$ cat config.mk
export PLATFORM = sky130hd
export DESIGN_NAME = fern_ifs_point_generator_unit
export DESIGN_NICKNAME = d
export VERILOG_FILES = /design/src/sv/fern_pkg.sv /design/src/sv/fern_ifs_point_generator_unit.sv
export VERILOG_INCLUDE_DIRS = /design/src /design/src/sv
export SDC_FILE = /design/constraint.sdc
export NUM_CORES = 2
export LEC_CHECK = 0
export ABC_AREA = 1
export BUFFER_PORTS_ARGS = -buffer_cell sky130_fd_sc_hd__buf_2
export CORE_MARGIN = 2
export CORE_UTILIZATION = 55
export DETAILED_ROUTE_END_ITERATION = 10
export PLACE_DENSITY = 0.75
export SLEW_MARGIN = 20
export SYNTH_ARGS = -nofsm -noshare
export SYNTH_HDL_FRONTEND = slang
export SYNTH_SLANG_ARGS = --single-unit
$ cat constraint.sdc
create_clock -name clk -period 18.24 [get_ports clk]
set_clock_uncertainty 0.1 [all_clocks]
set_input_delay 3.648 -clock clk [delete_from_list [all_inputs] [get_ports clk]]
set_output_delay 3.648 -clock clk [all_outputs]
set_load 0.03 [all_outputs]
$ cat src/sv/assert_macros.svh
// assertion macros shared by the rtl
// no dependencies
`ifndef ASSERT_MACROS_SVH
`define ASSERT_MACROS_SVH

// same-cycle implication, disabled during reset
`define ASSERT_SAME(label, clk, rst_n, ante, cons, msg) \
  label: assert property (@(posedge clk) disable iff (!rst_n) (ante) |-> (cons)) \
    else $error(msg);

// next-cycle implication, disabled during reset
`define ASSERT_NEXT(label, clk, rst_n, ante, cons, msg) \
  label: assert property (@(posedge clk) disable iff (!rst_n) (ante) |=> (cons)) \
    else $error(msg);

`endif

$ cat src/sv/fern_pkg.sv
// fern point generator package: widths, map codes and affine coefficients
// no dependencies
package fern_pkg;

  localparam int FRAC_BITS   = 12;
  localparam int COORD_WIDTH = 18;
  localparam int COEF_WIDTH  = FRAC_BITS + 2;
  localparam int SUM_WIDTH   = ((COORD_WIDTH > COEF_WIDTH) ? COORD_WIDTH : COEF_WIDTH) + 2;
  localparam int PROD_WIDTH  = COEF_WIDTH + COORD_WIDTH;
  localparam int THR_WIDTH   = 16;
  localparam int WORD_WIDTH  = 16;
  localparam int OUT_DATA_WIDTH = ((2 * COORD_WIDTH + 7) / 8) * 8;
  localparam int CFG_ADDR_WIDTH = 4;
  localparam int CFG_DATA_WIDTH = 32;

  localparam logic [THR_WIDTH-1:0] THR_STEM_RESET = 16'd1311;
  localparam logic [THR_WIDTH-1:0] THR_MAIN_RESET = 16'd56361;
  localparam logic [THR_WIDTH-1:0] THR_LEFT_RESET = 16'd60948;

  localparam logic [1:0] REG_STEM = 2'd0;
  localparam logic [1:0] REG_MAIN = 2'd1;
  localparam logic [1:0] REG_LEFT = 2'd2;

  localparam logic [1:0] MAP_STEM  = 2'd0;
  localparam logic [1:0] MAP_MAIN  = 2'd1;
  localparam logic [1:0] MAP_LEFT  = 2'd2;
  localparam logic [1:0] MAP_RIGHT = 2'd3;

  typedef logic signed [COEF_WIDTH-1:0]  coef_t;
  typedef logic signed [COORD_WIDTH-1:0] coord_t;

  typedef struct packed {
    coef_t a;
    coef_t b;
    coef_t e;
    coef_t c;
    coef_t d;
    coef_t f;
  } map_coef_t;

  // nearest multiple of 2^-FRAC_BITS, ties away from zero
  localparam coef_t K_000 = coef_t'(0);
  localparam coef_t K_P250 = coef_t'(((250 << FRAC_BITS) + 500) / 1000);
  localparam coef_t K_N400 = coef_t'(-(((400 << FRAC_BITS) + 500) / 1000));
  localparam coef_t K_P950 = coef_t'(((950 << FRAC_BITS) + 500) / 1000);
  localparam coef_t K_P005 = coef_t'(((5 << FRAC_BITS) + 500) / 1000);
  localparam coef_t K_N002 = coef_t'(-(((2 << FRAC_BITS) + 500) / 1000));
  localparam coef_t K_N005 = coef_t'(-(((5 << FRAC_BITS) + 500) / 1000));
  localparam coef_t K_P930 = coef_t'(((930 << FRAC_BITS) + 500) / 1000);
  localparam coef_t K_P500 = coef_t'(((500 << FRAC_BITS) + 500) / 1000);
  localparam coef_t K_P035 = coef_t'(((35 << FRAC_BITS) + 500) / 1000);
  localparam coef_t K_N200 = coef_t'(-(((200 << FRAC_BITS) + 500) / 1000));
  localparam coef_t K_N090 = coef_t'(-(((90 << FRAC_BITS) + 500) / 1000));
  localparam coef_t K_P160 = coef_t'(((160 << FRAC_BITS) + 500) / 1000);
  localparam coef_t K_P040 = coef_t'(((40 << FRAC_BITS) + 500) / 1000);
  localparam coef_t K_P020 = coef_t'(((20 << FRAC_BITS) + 500) / 1000);
  localparam coef_t K_N040 = coef_t'(-(((40 << FRAC_BITS) + 500) / 1000));
  localparam coef_t K_P200 = coef_t'(((200 << FRAC_BITS) + 500) / 1000);
  localparam coef_t K_P083 = coef_t'(((83 << FRAC_BITS) + 500) / 1000);
  localparam coef_t K_P120 = coef_t'(((120 << FRAC_BITS) + 500) / 1000);

  // x' = a*x + b*y + e, y' = c*x + d*y + f
  function automatic map_coef_t map_coef(input logic [1:0] sel);
    map_coef_t m;
    case (sel)
      MAP_STEM:  m = '{a: K_000,  b: K_000,  e: K_000,  c: K_000,  d: K_P250, f: K_N400};
      MAP_MAIN:  m = '{a: K_P950, b: K_P005, e: K_N002, c: K_N005, d: K_P930, f: K_P500};
      MAP_LEFT:  m = '{a: K_P035, b: K_N200, e: K_N090, c: K_P160, d: K_P040, f: K_P020};
      MAP_RIGHT: m = '{a: K_N040, b: K_P200, e: K_P083, c: K_P160, d: K_P040, f: K_P120};
      default:   m = '{a: K_000,  b: K_000,  e: K_000,  c: K_000,  d: K_000,  f: K_000};
    endcase
    return m;
  endfunction

endpackage

$ cat src/sv/fern_ifs_point_generator_unit.sv
// fern point generator top level: map select, affine update, saturation
// depends on fern_pkg and assert_macros.svh
//
//  channel | dir | handshake                      | payload
//  in_     | in  | in_tvalid / in_tready          | in_tdata: random_word
//  out_    | out | out_tvalid / out_tready        | out_tdata: new_x, new_y; out_tuser: map_used
//  cfg_    | in  | cfg_psel, cfg_penable, cfg_pwrite | cfg_paddr, cfg_pwdata, cfg_prdata
//
// one item per cycle unless the output stalls; a result is valid the cycle after its item is accepted
// the path is threshold compare, two constant-table multiply pairs, add and saturate
// synchronous active-low reset returns the point to the origin and thresholds to defaults
// a held result blocks new items only while out_tready is low
`include "assert_macros.svh"

module fern_ifs_point_generator_unit (
  input  logic                                    clk,
  input  logic                                    rst_n,
  input  logic                                    in_tvalid,
  output logic                                    in_tready,
  input  logic [fern_pkg::WORD_WIDTH-1:0]         in_tdata,   // random_word
  output logic                                    out_tvalid,
  input  logic                                    out_tready,
  output logic [fern_pkg::OUT_DATA_WIDTH-1:0]     out_tdata,  // new_x, new_y, zero fill
  output logic [1:0]                              out_tuser,  // map_used
  input  logic                                    cfg_psel,
  input  logic                                    cfg_penable,
  input  logic                                    cfg_pwrite,
  input  logic [fern_pkg::CFG_ADDR_WIDTH-1:0]     cfg_paddr,
  input  logic [fern_pkg::CFG_DATA_WIDTH-1:0]     cfg_pwdata,
  output logic [fern_pkg::CFG_DATA_WIDTH-1:0]     cfg_prdata,
  output logic                                    cfg_pready
);

  localparam int CW = fern_pkg::COORD_WIDTH;
  localparam int KW = fern_pkg::COEF_WIDTH;
  localparam int SW = fern_pkg::SUM_WIDTH;
  localparam int PW = fern_pkg::PROD_WIDTH;
  localparam int TW = fern_pkg::THR_WIDTH;

  logic [TW-1:0]            thr_stem_r, thr_main_r, thr_left_r;
  fern_pkg::coord_t         point_x_r, point_y_r;
  logic                     out_valid_r;
  fern_pkg::coord_t         out_x_r, out_y_r;
  logic [1:0]               out_map_r;

  logic                     cfg_wr;
  logic [1:0]               cfg_idx;
  logic                     in_acc;
  logic [1:0]               sel;
  fern_pkg::map_coef_t      mc;
  logic signed [PW-1:0]     p_ax, p_by, p_cx, p_dy;
  logic signed [PW-1:0]     s_ax, s_by, s_cx, s_dy;
  logic signed [SW-1:0]     sum_x, sum_y;
  fern_pkg::coord_t         sat_x, sat_y;

  // configuration port
  assign cfg_pready = 1'b1;
  assign cfg_idx    = cfg_paddr[3:2];
  assign cfg_wr     = cfg_psel && cfg_penable && cfg_pwrite && cfg_pready;

  always_comb begin
    case (cfg_idx)
      fern_pkg::REG_STEM: cfg_prdata = {{(fern_pkg::CFG_DATA_WIDTH-TW){1'b0}}, thr_stem_r};
      fern_pkg::REG_MAIN: cfg_prdata = {{(fern_pkg::CFG_DATA_WIDTH-TW){1'b0}}, thr_main_r};
      fern_pkg::REG_LEFT: cfg_prdata = {{(fern_pkg::CFG_DATA_WIDTH-TW){1'b0}}, thr_left_r};
      default:            cfg_prdata = '0;
    endcase
  end

  always_ff @(posedge clk) begin
    if (!rst_n) begin
      thr_stem_r <= fern_pkg::THR_STEM_RESET;
      thr_main_r <= fern_pkg::THR_MAIN_RESET;
      thr_left_r <= fern_pkg::THR_LEFT_RESET;
    end else if (cfg_wr) begin
      case (cfg_idx)
        fern_pkg::REG_STEM: thr_stem_r <= cfg_pwdata[TW-1:0];
        fern_pkg::REG_MAIN: thr_main_r <= cfg_pwdata[TW-1:0];
        fern_pkg::REG_LEFT: thr_left_r <= cfg_pwdata[TW-1:0];
        default: ;
      endcase
    end
  end

  // map select, first threshold that holds wins
  always_comb begin
    if (in_tdata < thr_stem_r) begin
      sel = fern_pkg::MAP_STEM;
    end else if (in_tdata < thr_main_r) begin
      sel = fern_pkg::MAP_MAIN;
    end else if (in_tdata < thr_left_r) begin
      sel = fern_pkg::MAP_LEFT;
    end else begin
      sel = fern_pkg::MAP_RIGHT;
    end
  end

  assign mc = fern_pkg::map_coef(sel);

  // products truncated toward minus infinity
  assign p_ax = mc.a * point_x_r;
  assign p_by = mc.b * point_y_r;
  assign p_cx = mc.c * point_x_r;
  assign p_dy = mc.d * point_y_r;
  assign s_ax = p_ax >>> fern_pkg::FRAC_BITS;
  assign s_by = p_by >>> fern_pkg::FRAC_BITS;
  assign s_cx = p_cx >>> fern_pkg::FRAC_BITS;
  assign s_dy = p_dy >>> fern_pkg::FRAC_BITS;

  assign sum_x = s_ax[SW-1:0] + s_by[SW-1:0] + {{(SW-KW){mc.e[KW-1]}}, mc.e};
  assign sum_y = s_cx[SW-1:0] + s_dy[SW-1:0] + {{(SW-KW){mc.f[KW-1]}}, mc.f};

  // saturate to the coordinate range
  always_comb begin
    if ((&sum_x[SW-1:CW-1]) || !(|sum_x[SW-1:CW-1])) begin
      sat_x = sum_x[CW-1:0];
    end else begin
      sat_x = {sum_x[SW-1], {(CW-1){~sum_x[SW-1]}}};
    end
    if ((&sum_y[SW-1:CW-1]) || !(|sum_y[SW-1:CW-1])) begin
      sat_y = sum_y[CW-1:0];
    end else begin
      sat_y = {sum_y[SW-1], {(CW-1){~sum_y[SW-1]}}};
    end
  end

  // item handshake and result register
  assign in_tready = !out_valid_r || out_tready;
  assign in_acc    = in_tvalid && in_tready;

  always_ff @(posedge clk) begin
    if (!rst_n) begin
      point_x_r   <= '0;
      point_y_r   <= '0;
      out_valid_r <= 1'b0;
    end else begin
      if (in_acc) begin
        point_x_r   <= sat_x;
        point_y_r   <= sat_y;
        out_valid_r <= 1'b1;
      end else if (out_tready) begin
        out_valid_r <= 1'b0;
      end
    end
  end

  always_ff @(posedge clk) begin
    if (in_acc) begin
      out_x_r   <= sat_x;
      out_y_r   <= sat_y;
      out_map_r <= sel;
    end
  end

  assign out_tvalid = out_valid_r;
  assign out_tuser  = out_map_r;
  assign out_tdata  = {{(fern_pkg::OUT_DATA_WIDTH-2*CW){1'b0}}, out_y_r, out_x_r};

  `ASSERT_NEXT(a_acc_gives_result, clk, rst_n, in_acc, out_tvalid, "accepted item without result")
  `ASSERT_NEXT(a_result_is_state, clk, rst_n, in_acc, (out_x_r == point_x_r) && (out_y_r == point_y_r), "result differs from stored point")
  `ASSERT_SAME(a_stall_blocks, clk, rst_n, out_tvalid && !out_tready, !in_tready, "item taken while result stalled")
  `ASSERT_SAME(a_stem_on_axis, clk, rst_n, out_tvalid && (out_tuser == fern_pkg::MAP_STEM), out_x_r == '0, "stem map left x off the axis")

endmodule

# Yosys cells after proc, flatten, opt, wreduce, memory -nomap -nowiden
# Cells that the tools add are included.
# W data, S select, Z words.
[op_classes]
div_mod_pow = 0
eq_ne = 5
add_sub_neg = 4
shift = 0
bitwise = 2
mul = 4
magnitude_cmp = 3
n_reduce_logical = 19
n_mux = 9
[ops]
columns = ["op", "count"]
rows = [
  ["$pmux W84 S4", 1],
  ["$mul A14 B18 Y32", 4],
  ["$add A20 B20 Y20", 4],
  ["$lt A16 B16 Y1", 3],
  ["$pmux W16 S3", 1],
  ["$mux W18", 2],
  ["$eq A2 B2 Y1 const B", 3],
  ["$reduce_and A2 Y1", 3],
  ["$reduce_and A3 Y1", 2],
  ["$reduce_or A3 Y1", 2],
  ["$eq A2 B1 Y1 const B", 2],
  ["$logic_not A2 Y1", 2],
  ["$mux W2", 2],
  ["$logic_and A1 B1 Y1", 3],
  ["$logic_not A1 Y1", 3],
  ["$logic_or A1 B1 Y1", 3],
  ["$mux W1", 3],
  ["$not A1 Y1", 2],
  ["$reduce_bool A2 Y1", 1],
]
[totals]
reg_bits = 123
rom_bits = 0
input_bits = 59
ram_bits = 0
latchBits = 0
memories = 0

# Longest topological paths before layout
[depth]
ltp_word = 13
ltp_mapped = 65
ltp_nobuf = 60

# Worst setup path after synthesis
# Ideal clock, no wire load.
[synth_timing]
path_kind = "input -> register"
startpoint = "input port in_tdata[1] in the netlist's numbering"
endpoint = "register out_x_r[0] (data pin)"
setup_slack_ns = 4.195
arrival_ns = 13.693
t_required_ns = 17.888
n_path_buf = 5
path_stages = 56
setup_time_ns = 0.252
path_cell_list = "ha_1 a21boi_0 o211ai_1 nand2_1 nand4_1 a31oi_1 nor3_1 nand2_1 nand2_1 clkbuf_1 buf_1 inv_1 ha_1 buf_6 clkinv_2 clkbuf_1 nand2_1 fa_1 [20 not listed] ha_1 a21oi_1 o21ai_1 a21oi_1 o21ai_1 nand3_1 o2111ai_1 nand2_1 nand2_1 o21ai_0 nand3_1 nand2_1 nand2_1 nand2_4 nand2_4 buf_6 nand2_1 inv_1"
[synth_between]
elab_chain_cells = 13
[synth_lines]
columns = ["item", "line", "rtl"]
rows = [
  ["from (decl)", "fern_ifs_point_generator_unit.sv:20", "input logic [fern_pkg::WORD_WIDTH-1:0] in_tdata,"],
  ["$lt A16 B16 Y1", "fern_ifs_point_generator_unit.sv:91", "end else if (in_tdata < thr_left_r) begin"],
  ["$mux W1", "fern_ifs_point_generator_unit.sv:91", ""],
  ["$mux W2", "fern_ifs_point_generator_unit.sv:89", "end else if (in_tdata < thr_main_r) begin"],
  ["$mux W2 *", "fern_ifs_point_generator_unit.sv:87", "if (in_tdata < thr_stem_r) begin"],
  ["via sel[0]", "fern_ifs_point_generator_unit.sv:49", "logic [1:0] sel;"],
  ["$eq A2 B2 Y1 (tied with other cells)", "fern_pkg.sv:65", "case (sel)"],
  ["$pmux W84 S4 *", "fern_pkg.sv:65", ""],
  ["$mul A14 B18 Y32, on equally long branches", "fern_ifs_point_generator_unit.sv:101, fern_ifs_point_generator_unit.sv:102", ""],
  ["$add A20 B20 Y20", "fern_ifs_point_generator_unit.sv:110", "assign sum_x = s_ax[SW-1:0] + s_by[SW-1:0] + {{(SW-KW){mc.e[KW-1]}}, mc.e};"],
  ["$add A20 B20 Y20 *", "fern_ifs_point_generator_unit.sv:110", ""],
  ["$reduce_or A3 Y1", "fern_ifs_point_generator_unit.sv:115", "if ((&sum_x[SW-1:CW-1]) || !(|sum_x[SW-1:CW-1])) begin"],
  ["$logic_not A1 Y1", "fern_ifs_point_generator_unit.sv:115", ""],
  ["$logic_or A1 B1 Y1", "fern_ifs_point_generator_unit.sv:115", ""],
  ["$mux W18 *", "fern_ifs_point_generator_unit.sv:115", ""],
  ["via sat_x[0]", "fern_ifs_point_generator_unit.sv:54", "fern_pkg::coord_t sat_x, sat_y;"],
  ["to (signal assigned)", "fern_ifs_point_generator_unit.sv:149", "out_x_r <= sat_x;"],
  ["to (decl)", "fern_ifs_point_generator_unit.sv:43", "fern_pkg::coord_t out_x_r, out_y_r;"],
]
# The timed path passes the listed nets; every way through them passes the cells marked *. The select of a mux whose other input is x is not followed.
# A chain may end at the register's enable or synchronous reset.

# Worst setup path after layout
[layout_timing]
startpoint = "input port in_tdata[1] in the netlist's numbering"
endpoint = "register out_y_r[4] (data pin)"
[layout_between]
elab_chain_cells = 13
[layout_lines]
columns = ["item", "line", "rtl"]
rows = [
  ["$lt A16 B16 Y1", "fern_ifs_point_generator_unit.sv:91", ""],
  ["$mux W1", "fern_ifs_point_generator_unit.sv:91", ""],
  ["$mux W2", "fern_ifs_point_generator_unit.sv:89", ""],
  ["$mux W2 *", "fern_ifs_point_generator_unit.sv:87", ""],
  ["$eq A2 B2 Y1 (tied with other cells)", "fern_pkg.sv:65", ""],
  ["$pmux W84 S4 *", "fern_pkg.sv:65", ""],
  ["$mul A14 B18 Y32, on equally long branches", "fern_ifs_point_generator_unit.sv:103, fern_ifs_point_generator_unit.sv:104", ""],
  ["$add A20 B20 Y20", "fern_ifs_point_generator_unit.sv:111", "assign sum_y = s_cx[SW-1:0] + s_dy[SW-1:0] + {{(SW-KW){mc.f[KW-1]}}, mc.f};"],
  ["$add A20 B20 Y20 *", "fern_ifs_point_generator_unit.sv:111", ""],
  ["$reduce_or A3 Y1", "fern_ifs_point_generator_unit.sv:120", "if ((&sum_y[SW-1:CW-1]) || !(|sum_y[SW-1:CW-1])) begin"],
  ["$logic_not A1 Y1", "fern_ifs_point_generator_unit.sv:120", ""],
  ["$logic_or A1 B1 Y1", "fern_ifs_point_generator_unit.sv:120", ""],
  ["$mux W18 *", "fern_ifs_point_generator_unit.sv:120", ""],
  ["via sat_y[4]", "fern_ifs_point_generator_unit.sv:54", ""],
  ["to (signal assigned)", "fern_ifs_point_generator_unit.sv:150", "out_y_r <= sat_y;"],
  ["to (decl)", "fern_ifs_point_generator_unit.sv:43", ""],
]
# Marked as above.

==> Implementation_results.wiki <==
{| class="wikitable"
! Metric !! Value
|-
| Boundary Pins || 136
|-
| Number of nets in the finished design || 5832
|-
| Pre-CTS setup slack || 2.18 ns
|-
| Period utilisation layout || 86.9%
|-
| Antenna Cells || 0
|-
| Worst slew margin || 21.6%
|-
| Effective utilization at floorplan || 55.7%
|-
| Number of DRC violations after detailed-routing iteration 0 || 2286
|-
| Flop and latch count out of synthesis || 123
|-
| Count of unresolved DRC violations after routing || 0
|-
| Max-capacitance violation count || 0
|-
| # rows || 96
|-
| Kind of start point of the critical path || primary input
|-
| Overall fraction of global-route tracks in use || 28.8%
|-
| CTS tree || done
|-
| Count of yosys warnings during synthesis || 0
|-
| Required time of the critical path || 18.45 ns
|-
| Hold violation total from the final report || 0
|-
| Per-cell via count in the routed design || 5.30
|-
| Post-synth top area cell || sky130_fd_sc_hd__fa_1
|-
| Synth top area share || 42.6%
|-
| Average routed wire per standard cell || 17.7 microns
|-
| Drt first pass iters || 7
|-
| Remaining antenna violation count || 0
|-
| Maximum buffer depth of the clock tree || 2
|-
| Synth Cell Area || 38300 sq um
|-
| Final weighted congestion in routability-driven placement || 0.954
|-
| Standard cell area after detailed placement || 39700 sq um
|-
| Detailed-route via count || 29005
|-
| Global-route wire length before repair || 158000 microns
|-
| Unrepaired setup endpoints after global routing || no
|-
| Area of the placeable core || 68800 sq um
|-
| Total wire length || 96600 microns
|-
| Maximum fanout along the worst path || 32
|-
| DIE HEIGHT || 268 microns
|-
| Minimum clock period after layout || 15.86 ns
|-
| HPWL after detailed placement || 82700 microns
|-
| Die area || 71800 sq um
|-
| Cell count after synthesis || 4464
|-
| Num CTS Buffers || 17
|-
| Number of clock sinks seen by CTS || 123
|-
| Critical Path Max Stage Delay || 0.96 ns
|-
| Path type of the worst setup path || in -> reg
|-
| Number of buffers inserted by post-CTS setup repair || 0
|-
| Fraction of the yosys area taken by sequential cells || 7.42%
|-
| Ratio of cells with drive above 1 in the final layout || 4.61%
|-
| X dimension of the die || 268 microns
|-
| Layout overhead on the synthesized area || 5.14%
|-
| Resize count post-CTS || 0
|-
| Setup_tns || 0 ns
|-
| Largest net degree at the start of global routing || 75
|-
| Cells taking the most area after synthesis || sky130_fd_sc_hd__fa_1, sky130_fd_sc_hd__ha_1, sky130_fd_sc_hd__inv_1
|-
| Pins Over Slew Limit || 0
|-
| Design area || 40300 sq um
|-
| CP Capture Type || register
|-
| Hold-fix buffer count after cts || 0
|-
| Yosys cell types || 53
|-
| Root buffer selected by CTS || sky130_fd_sc_hd__clkbuf_16
|-
| Port buffer count || 96
|-
| Initial antenna violation count || 2
|-
| Clock edge transition at the registers on the reported setup and hold paths || 0.07 ns
|-
| Arrival @ worst endpoint || 16.07 ns
|-
| Final setup margin || 2.38 ns
|-
| Via count of the first global-routing pass || 30002
|-
| Total of endpoints with negative setup slack in the final report || 0
|-
| Run status || completed
|-
| H-tree Lvls || 4
|-
| Fmax || 0.0631 GHz
|-
| Synth Area per Inst || 8.58 sq um
|-
| Worst hold path type || reg -> reg
|-
| Final global-route overflow total || 0
|-
| Slowest stage cell on the critical path || sky130_fd_sc_hd__ha_1
|-
| Worst Tran Pin Value || 1.17 ns
|-
| Clock insertion delay at the later pin of the skew report || 0.51 ns
|-
| Worst path most repeated cell || sky130_fd_sc_hd__nand2_1
|}
[placed cells by master (no fill, tap or decap), types with 20 or more instances in the layout]
| master | instances |
|---|---|
| sky130_fd_sc_hd__o21ai_0 | 107 |
| sky130_fd_sc_hd__a21oi_1 | 234 |
| sky130_fd_sc_hd__nor2_1 | 252 |
| sky130_fd_sc_hd__nand2_1 | 602 |
| sky130_fd_sc_hd__buf_2 | 96 |
| sky130_fd_sc_hd__inv_1 | 1359 |
| sky130_fd_sc_hd__fa_1 | 815 |
| sky130_fd_sc_hd__xnor2_1 | 47 |
| sky130_fd_sc_hd__xor2_1 | 90 |
| sky130_fd_sc_hd__o221ai_1 | 20 |
| sky130_fd_sc_hd__edfxtp_1 | 38 |
| sky130_fd_sc_hd__ha_1 | 430 |
| sky130_fd_sc_hd__buf_4 | 20 |
| sky130_fd_sc_hd__nand3_1 | 84 |
| sky130_fd_sc_hd__o211ai_1 | 28 |
| sky130_fd_sc_hd__nand2_2 | 23 |
| sky130_fd_sc_hd__dfxtp_1 | 85 |
| sky130_fd_sc_hd__conb_1 | 21 |
[metrics by stage]
stage / hold WS [ns] / utilization [%] / std cells
2_1_floorplan: 0.347 / - / 4483
3_3_place_gp: 0.360 / 57.7 / 5437
3_5_place_dp: 0.370 / 57.7 / 5437
4_1_cts: 0.379 / 58.5 / 5469
5_1_grt: 0.401 / 58.5 / 5469
6_report: 0.382 / 58.5 / 5469
[worst paths after layout]
check,slack [ns],start,depth (start not counted),endpoint
max,2.38,in_tdata[1],52,out_y_r[4]
min,0.38,thr_left_r[6],2,thr_left_r[6]
max reg2reg,5.28,thr_left_r[1],52,out_y_r[4]
min reg2reg,0.38,thr_left_r[6],2,thr_left_r[6]
[cells by family (layout without fill, tap and decap cells)]
family          after synthesis  in the layout  share of synthesized area (%)
flops                       123            123                           7.42
buf+inv                    1464           1519                           14.7
xor+xnor                    139            139                           3.22
compound gates              463            463                           6.91
other cells                   2             21                         0.0196
fa+ha+maj                  1248           1248                           56.7
simple gates               1025           1025                           11.0
[final cells by class]
cell class	count	area, sq um
clock buffer	18	429
clock inverter	14	135
fill	6125	28600
inverter	1371	5150
multi-input combinational	2896	29900
sequential	123	2840
tap	931	1160
timing repair buffer	116	631
[metal layers]
metal | routed length (microns) | vias up | global-route usage (%)
li1 | - | 13338 | -
met1 | 39300 | 14300 | 38.8
met2 | 45900 | 1176 | 47.1
met3 | 8080 | 187 | 5.33
met4 | 3330 | 4 | 9.27
met5 | 27 | - | 0
[flip-flops by register name, summed over array words and instances, names as in the netlist]
| name | cells |
|---|---|
| point_x_r | 18 |
| out_x_r | 18 |
| point_y_r | 18 |
| out_y_r | 18 |
| thr_stem_r | 16 |
| thr_left_r | 16 |
| thr_main_r | 16 |
| out_tuser | 2 |
| out_tvalid | 1 |
[critical path: cells and delay by family]
kind | cells | cell delay (ns)
adder cells (fa/ha/maj) | 11 | 5.23
AND/OR/NAND/NOR | 20 | 3.90
AO/OA/AOI/OAI | 10 | 1.68
buffers and inverters | 9 | 1.02
XOR/XNOR | 2 | 0.55
[cell usage after synthesis (all sizes together)]
cell and number:
o21bai 10, o31ai 2, nor4 6, a21boi 1, a221oi 2, nand4 17, nor3 16, o311ai 3
conb 2, xnor2 47, nand3 88, or2 6, ha 433, clkinv 2, a21oi 237, or3b 1
o221ai 20, nand2 630, inv 1369, a31oi 17, xor2 92, o2111ai 1, nor2 254, dfxtp 85
clkbuf 51, o21a 8, and3 1, buf 42, nor3b 1, o21ai 111, fa 815, edfxtp 38
a21o 13, o221a 5, a211oi 5, o211ai 28, nand3b 5
Power is left out: the tool's default activity adds up to more than one toggle a clock period on the data nets, which glitch-free logic cannot reach.
